--- config.mk ---
export PLATFORM = sky130hd
export DESIGN_NAME = pcbs_iou_pipe
export DESIGN_NICKNAME = d
export VERILOG_FILES = /design/src/rtl/core/pcbs_pkg.sv /design/src/rtl/core/pcbs_iou_pipe.sv
export SDC_FILE = /design/constraint.sdc
export NUM_CORES = 2
export LEC_CHECK = 0
export BUFFER_PORTS_ARGS = -buffer_cell sky130_fd_sc_hd__buf_2
export CORE_MARGIN = 3
export CORE_UTILIZATION = 55
export CTS_CLUSTER_SIZE = 16
export DETAILED_ROUTE_END_ITERATION = 10
export HOLD_SLACK_MARGIN = 0.12
export PLACE_DENSITY = 0.77
export SLEW_MARGIN = 5
export SYNTH_ARGS = -nofsm -noshare
export SYNTH_HDL_FRONTEND = slang
export SYNTH_SLANG_ARGS = --single-unit
--- constraint.sdc ---
create_clock -name clk -period 11.4 [get_ports clk]
set_input_delay 2.85 -clock clk [delete_from_list [all_inputs] [get_ports clk]]
set_output_delay 2.85 -clock clk [all_outputs]
set_load 0.005 [all_outputs]
--- src/rtl/core/pcbs_pkg.sv ---
// ----------------------------------------------------------------------------
// pcbs_pkg
// Shared types, widths and constants of the per-class box suppression block.
// ----------------------------------------------------------------------------
`default_nettype none

package pcbs_pkg;

	// defaults for the top-level parameters
	localparam int KEPT_MAX_DEF  = 64;
	localparam int FRAC_BITS_DEF = 4;

	// overlap threshold register, in 256ths
	localparam int             THR_W     = 9;
	localparam logic [THR_W-1:0] THR_RESET = 9'd115;

	// intersection is scaled by 256 before the compare
	localparam int IOU_SH = 8;

	// field widths fixed by the interface
	localparam int POS_W   = 16;
	localparam int EDGE_W  = 18;
	localparam int CLASS_W = 7;
	localparam int TAG_W   = 16;
	localparam int COORD_W = 19;

	typedef logic signed [COORD_W-1:0] coord_t;

	// one stored box: left/top as received, right/bottom as left+width, top+height
	typedef struct packed {
		logic signed [POS_W-1:0]  left;
		logic signed [POS_W-1:0]  top;
		logic signed [EDGE_W-1:0] right;
		logic signed [EDGE_W-1:0] bottom;
		logic [CLASS_W-1:0]       cls;
	} box_t;

	// overlap pipeline status towards the controller
	typedef struct packed {
		logic busy;
		logic hit;
	} iou_status_t;

	// bits needed for an inclusive span: size plus one pixel
	function automatic int span_width(input int frac_bits);
		return $clog2(65535 + (2 ** frac_bits) + 1);
	endfunction

	function automatic coord_t ext_pos(input logic [POS_W-1:0] v);
		return $signed({{(COORD_W-POS_W){v[POS_W-1]}}, v});
	endfunction

	function automatic coord_t ext_edge(input logic [EDGE_W-1:0] v);
		return $signed({{(COORD_W-EDGE_W){v[EDGE_W-1]}}, v});
	endfunction

endpackage

`default_nettype wire

--- src/rtl/core/pcbs_iou_pipe.sv ---
// ----------------------------------------------------------------------------
// pcbs_iou_pipe
// Four-stage overlap test of one kept box against the candidate per cycle.
// ----------------------------------------------------------------------------
`default_nettype none

module pcbs_iou_pipe #(
	parameter int FRAC_BITS = pcbs_pkg::FRAC_BITS_DEF
) (
	input  wire                                          clk,
	input  wire                                          arst_n,
	input  wire                                          in_valid,
	input  pcbs_pkg::box_t                               kept,
	input  pcbs_pkg::box_t                               cand,
	input  wire  [2*pcbs_pkg::span_width(FRAC_BITS)-1:0] cand_area,
	input  wire  [pcbs_pkg::THR_W-1:0]                   thr,
	output pcbs_pkg::iou_status_t                        status
);
	import pcbs_pkg::*;

	localparam int     SPAN_W = span_width(FRAC_BITS);
	localparam int     AREA_W = 2 * SPAN_W;
	localparam int     UNI_W  = AREA_W + 1;
	localparam int     PROD_W = UNI_W + THR_W;
	localparam coord_t ONE_C  = coord_t'(2 ** FRAC_BITS);

	coord_t ix_lo, ix_hi, iy_lo, iy_hi;
	coord_t iw_raw, ih_raw, kw_raw, kh_raw;

	logic              v_s1, v_s2, v_s3, v_s4;
	logic              match_s1, match_s2, match_s3, match_s4;
	logic [SPAN_W-1:0] iw_s1, ih_s1, kw_s1, kh_s1;
	logic [AREA_W-1:0] inter_s2, karea_s2, inter_s3, inter_s4;
	logic [UNI_W-1:0]  union_s3;
	logic [PROD_W-1:0] rhs_s4;
	logic              nz_s4;

	// intersection edges and raw spans
	always_comb begin
		ix_lo  = (ext_pos(kept.left) > ext_pos(cand.left)) ? ext_pos(kept.left)
		                                                   : ext_pos(cand.left);
		iy_lo  = (ext_pos(kept.top) > ext_pos(cand.top)) ? ext_pos(kept.top)
		                                                 : ext_pos(cand.top);
		ix_hi  = (ext_edge(kept.right) < ext_edge(cand.right)) ? ext_edge(kept.right)
		                                                       : ext_edge(cand.right);
		iy_hi  = (ext_edge(kept.bottom) < ext_edge(cand.bottom)) ? ext_edge(kept.bottom)
		                                                         : ext_edge(cand.bottom);
		iw_raw = ix_hi - ix_lo + ONE_C;
		ih_raw = iy_hi - iy_lo + ONE_C;
		kw_raw = ext_edge(kept.right) - ext_pos(kept.left) + ONE_C;
		kh_raw = ext_edge(kept.bottom) - ext_pos(kept.top) + ONE_C;
	end

	// valid chain
	always_ff @(posedge clk or negedge arst_n) begin
		if (!arst_n) begin
			v_s1 <= 1'b0;
			v_s2 <= 1'b0;
			v_s3 <= 1'b0;
			v_s4 <= 1'b0;
		end else begin
			v_s1 <= in_valid;
			v_s2 <= v_s1;
			v_s3 <= v_s2;
			v_s4 <= v_s3;
		end
	end

	// datapath: clip spans, multiply, form union, scale
	always_ff @(posedge clk) begin
		match_s1 <= (kept.cls == cand.cls);
		iw_s1    <= iw_raw[COORD_W-1] ? '0 : iw_raw[SPAN_W-1:0];
		ih_s1    <= ih_raw[COORD_W-1] ? '0 : ih_raw[SPAN_W-1:0];
		kw_s1    <= kw_raw[SPAN_W-1:0];
		kh_s1    <= kh_raw[SPAN_W-1:0];

		match_s2 <= match_s1;
		inter_s2 <= iw_s1 * ih_s1;
		karea_s2 <= kw_s1 * kh_s1;

		match_s3 <= match_s2;
		inter_s3 <= inter_s2;
		union_s3 <= UNI_W'(karea_s2) + UNI_W'(cand_area) - UNI_W'(inter_s2);

		match_s4 <= match_s3;
		inter_s4 <= inter_s3;
		nz_s4    <= (union_s3 != '0);
		rhs_s4   <= PROD_W'(thr) * PROD_W'(union_s3);
	end

	// intersection*256 > threshold*union
	assign status.hit  = v_s4 && match_s4 && nz_s4 &&
	                     (PROD_W'({inter_s4, {IOU_SH{1'b0}}}) > rhs_s4);
	assign status.busy = in_valid || v_s1 || v_s2 || v_s3 || v_s4;

endmodule

`default_nettype wire

==> metrics.cfg <==
[critical_path]
worstSetupPathType=in2reg
worstPathCellList=buf_2 -> nand2_1 -> fa_1 -> fa_1 -> fa_1 -> fa_1 -> inv_1 -> ha_1 -> o211ai_1 -> o21a_1 -> a21oi_1 -> o211ai_1 -> o21ai_0 -> o21ai_0 -> o21ai_0 -> a21oi_1 -> xnor2_1
cpPeakStageDelay_ns=0.61
required_ns=11.86
crit_arrival_ns=8.47
worstReg2RegStart=kw_s1[7]
start_kind=input port
worst-path-buf-inv=2
cpMostUsedCell=fa_1
setup.worst_path.end_class=register
cp_slowest_cell=fa_1
cp_top_family=adder cells
cp-startpoint=thr[0]
cp_max_fo=35

[place]
dp_hpwl_microns=91000
gp_congestion=0.929
dp.cells=6192
port_buffers=197

[yosys]
syn_inst=5118
synthesis.nets=6579
synth_common_cells=inv_1 (1093), fa_1 (718), nand2_1 (612)
synth_top_area_frac=0.318
ys_top_cells_by_area=fa_1 (32%), ha_1 (15%), dfxtp_1 (13%), inv_1 (9.1%), and2_1 (5.2%)
synth_seq_cells=292
yosysSeqAreaShare=0.130
synth-edff-count=0
synth_ff_type=dfxtp_1
yosysWarningCount=0
async_reset_ff_frac=0.0137
yosys.area.top_type=fa_1
synth.most_common_cell=inv_1
synth_cell_types=81
syn_area_per_cell_sq_um=8.83
synth_area_sq_mm=0.0452

[final_layout]
fill_cells=7035
drive_gt1_frac=0.0633
multi_input_area_sq_mm=0.0344
final_cells=6246
area_growth_pct=5.94
nNetsFinal=6625
seqCellArea_sq_mm=0.00587

[timing]
drv_slew=0
timing.final.crit_period_ns=8.02
rsz0062_at_grt=no
fin_setup_tns_ns=0
setup_viol=0
fmax_mhz=125
slew-limit-headroom=0.348
fin_crit_sh=0.703
fin_worst_skew_ns=0.0354
tightestPinTransition_ns=0.977
hold_violations=0

[clock_tree]
clock_latency_ns=0.60
hold_buffers=0
clock_sinks=292
clk_path_buf_depth=3
post_cts_buffers=0
cts_tree=yes
post_cts_resized=0
cts_htree_levels=1
cts_made_buffers=30
path_clk_slew_ns=0.06
cts_root_buffer=clkbuf_16

[routing]
post-route-drc-count=0
vias=34400
top_layer_used=met4
ant_nets=0
drt-wirelength-per-cell_microns=17.8
wl_met2_microns=53000
drt_iter0_drc=2127
first_pass_iters=5
finalWirelength_microns=111000
met1_length_microns=46400
viasPerCell=5.51
route.met3.wl_microns=8120

[run_status]
status=completed

[floorplan]
rows=104
fp.dieArea_sq_mm=0.0856
ioPinCount=198
die_w_microns=293
initial_core_util=0.558
die_h_microns=293
core_area_sq_mm=0.0809

[global_route]
grt_pass1_vias=36200
antenna_found_initial=0
grt_max_degree=36
globalRouteOverflowTotal=0
grtUsageTotal=0.266
grt_pass1_wl_microns=185000

[hold_path]
hp-class=reg2reg
holdCritStartpoint=inter_s3[6]

[flow_run]
drv_cap=0

==> cells by family after synthesis <==
kind of cell / share of synthesized area
AND/OR/NAND/NOR: 0.149
buffers and inverters: 0.108
adder cells (fa/ha/maj): 0.470
AO/OA/AOI/OAI: 0.0997
flip-flops: 0.130
XOR/XNOR: 0.0345
multiplexers: 0.00972
==> area by class of cell <==
type,instances,area share
Multi-Input combinational cell,3537,0.720
Sequential cell,292,0.123
Inverter,1093,0.0857
Tap cell,1060,0.0277
Timing Repair Buffer,210,0.0226
Clock buffer,42,0.0184
Clock inverter,11,0.00316
Antenna cell,1,0.0000523
==> worst paths after layout <==
| path | end | cells past startpoint | slack, ns |
|---|---|---|---|
| max | rhs_s4[39] | 17 | 3.38 |
| min | inter_s4[6] | 0 | 0.32 |
| max reg2reg | karea_s2[31] | 22 | 4.06 |
| min reg2reg | inter_s4[6] | 0 | 0.32 |
| max in group asynchronous | v_s1 | 1 | 9.22 |
| min in group asynchronous | v_s4 | 1 | 2.07 |
==> routing by layer <==
layer,vias up,track usage
li1,16000,-
met1,16900,0.347
met2,1250,0.455
met3,234,0.0450
met4,0,0.0838
met5,-,0
==> flip-flops by register name (all words and copies together), names as in the netlist, 34 cells and up <==
signal and cells:
inter_s2 34, inter_s3 34, inter_s4 34, karea_s2 34, rhs_s4 44, union_s3 35
==> stage by stage <==
| step | area, sq um | hold slack, ns | worst slack [ns] | util |
|---|---|---|---|---|
| 2_1_floorplan | 45200 | 0.310 | 3.73 | - |
| 3_3_place_gp | 46800 | 0.311 | 2.99 | 0.578 |
| 3_5_place_dp | 46800 | 0.312 | 2.86 | 0.578 |
| 4_1_cts | 47800 | 0.321 | 3.44 | 0.591 |
| 5_1_grt | 47800 | 0.329 | 3.14 | 0.591 |
| 6_report | 47900 | 0.317 | 3.38 | 0.591 |
==> worst register-to-register path: stages (launching register included) <==
cell and delay [ns]:
dfxtp_1 0.96, nand2_1 0.22, fa_1 0.59, inv_1 0.05
fa_1 0.51, inv_1 0.06, fa_1 0.53, inv_1 0.05
fa_1 0.39, fa_1 0.51, inv_1 0.05, fa_1 0.50
inv_1 0.05, ha_1 0.36, a21o_1 0.23, a21o_1 0.20
a2111oi_4 0.33, nor3_1 0.11, a221o_1 0.37, o311a_1 0.37
o22ai_2 0.17, o21ai_1 0.11, xor2_1 0.46
==> cell usage in the layout (no fill, tap or decap), types with 13 or more instances in the layout <==
cell type  instances
inv_1           1093
o21bai_1          31
nor4_1            15
o21a_1            36
o21ai_0           90
nor3_1            34
buf_4             13
and3_1            24
a211oi_1          17
nand2_1          612
o221ai_1          17
nor2_1           158
xnor2_1          129
fa_1             718
a21o_1           113
o211ai_1          15
mux2_2            31
clkbuf_16         32
nor2b_1           28
nand4_1           37
a22o_1            20
xor2_1            47
buf_2            197
nand3_1           41
a22oi_1           14
and2_1           379
a31oi_1           22
ha_1             547
dfxtp_1          288
a21oi_1          195
nand2b_1          24
Power is left out: the tool's default activity adds up to more than one toggle a clock period on the data nets, which glitch-free logic cannot reach.
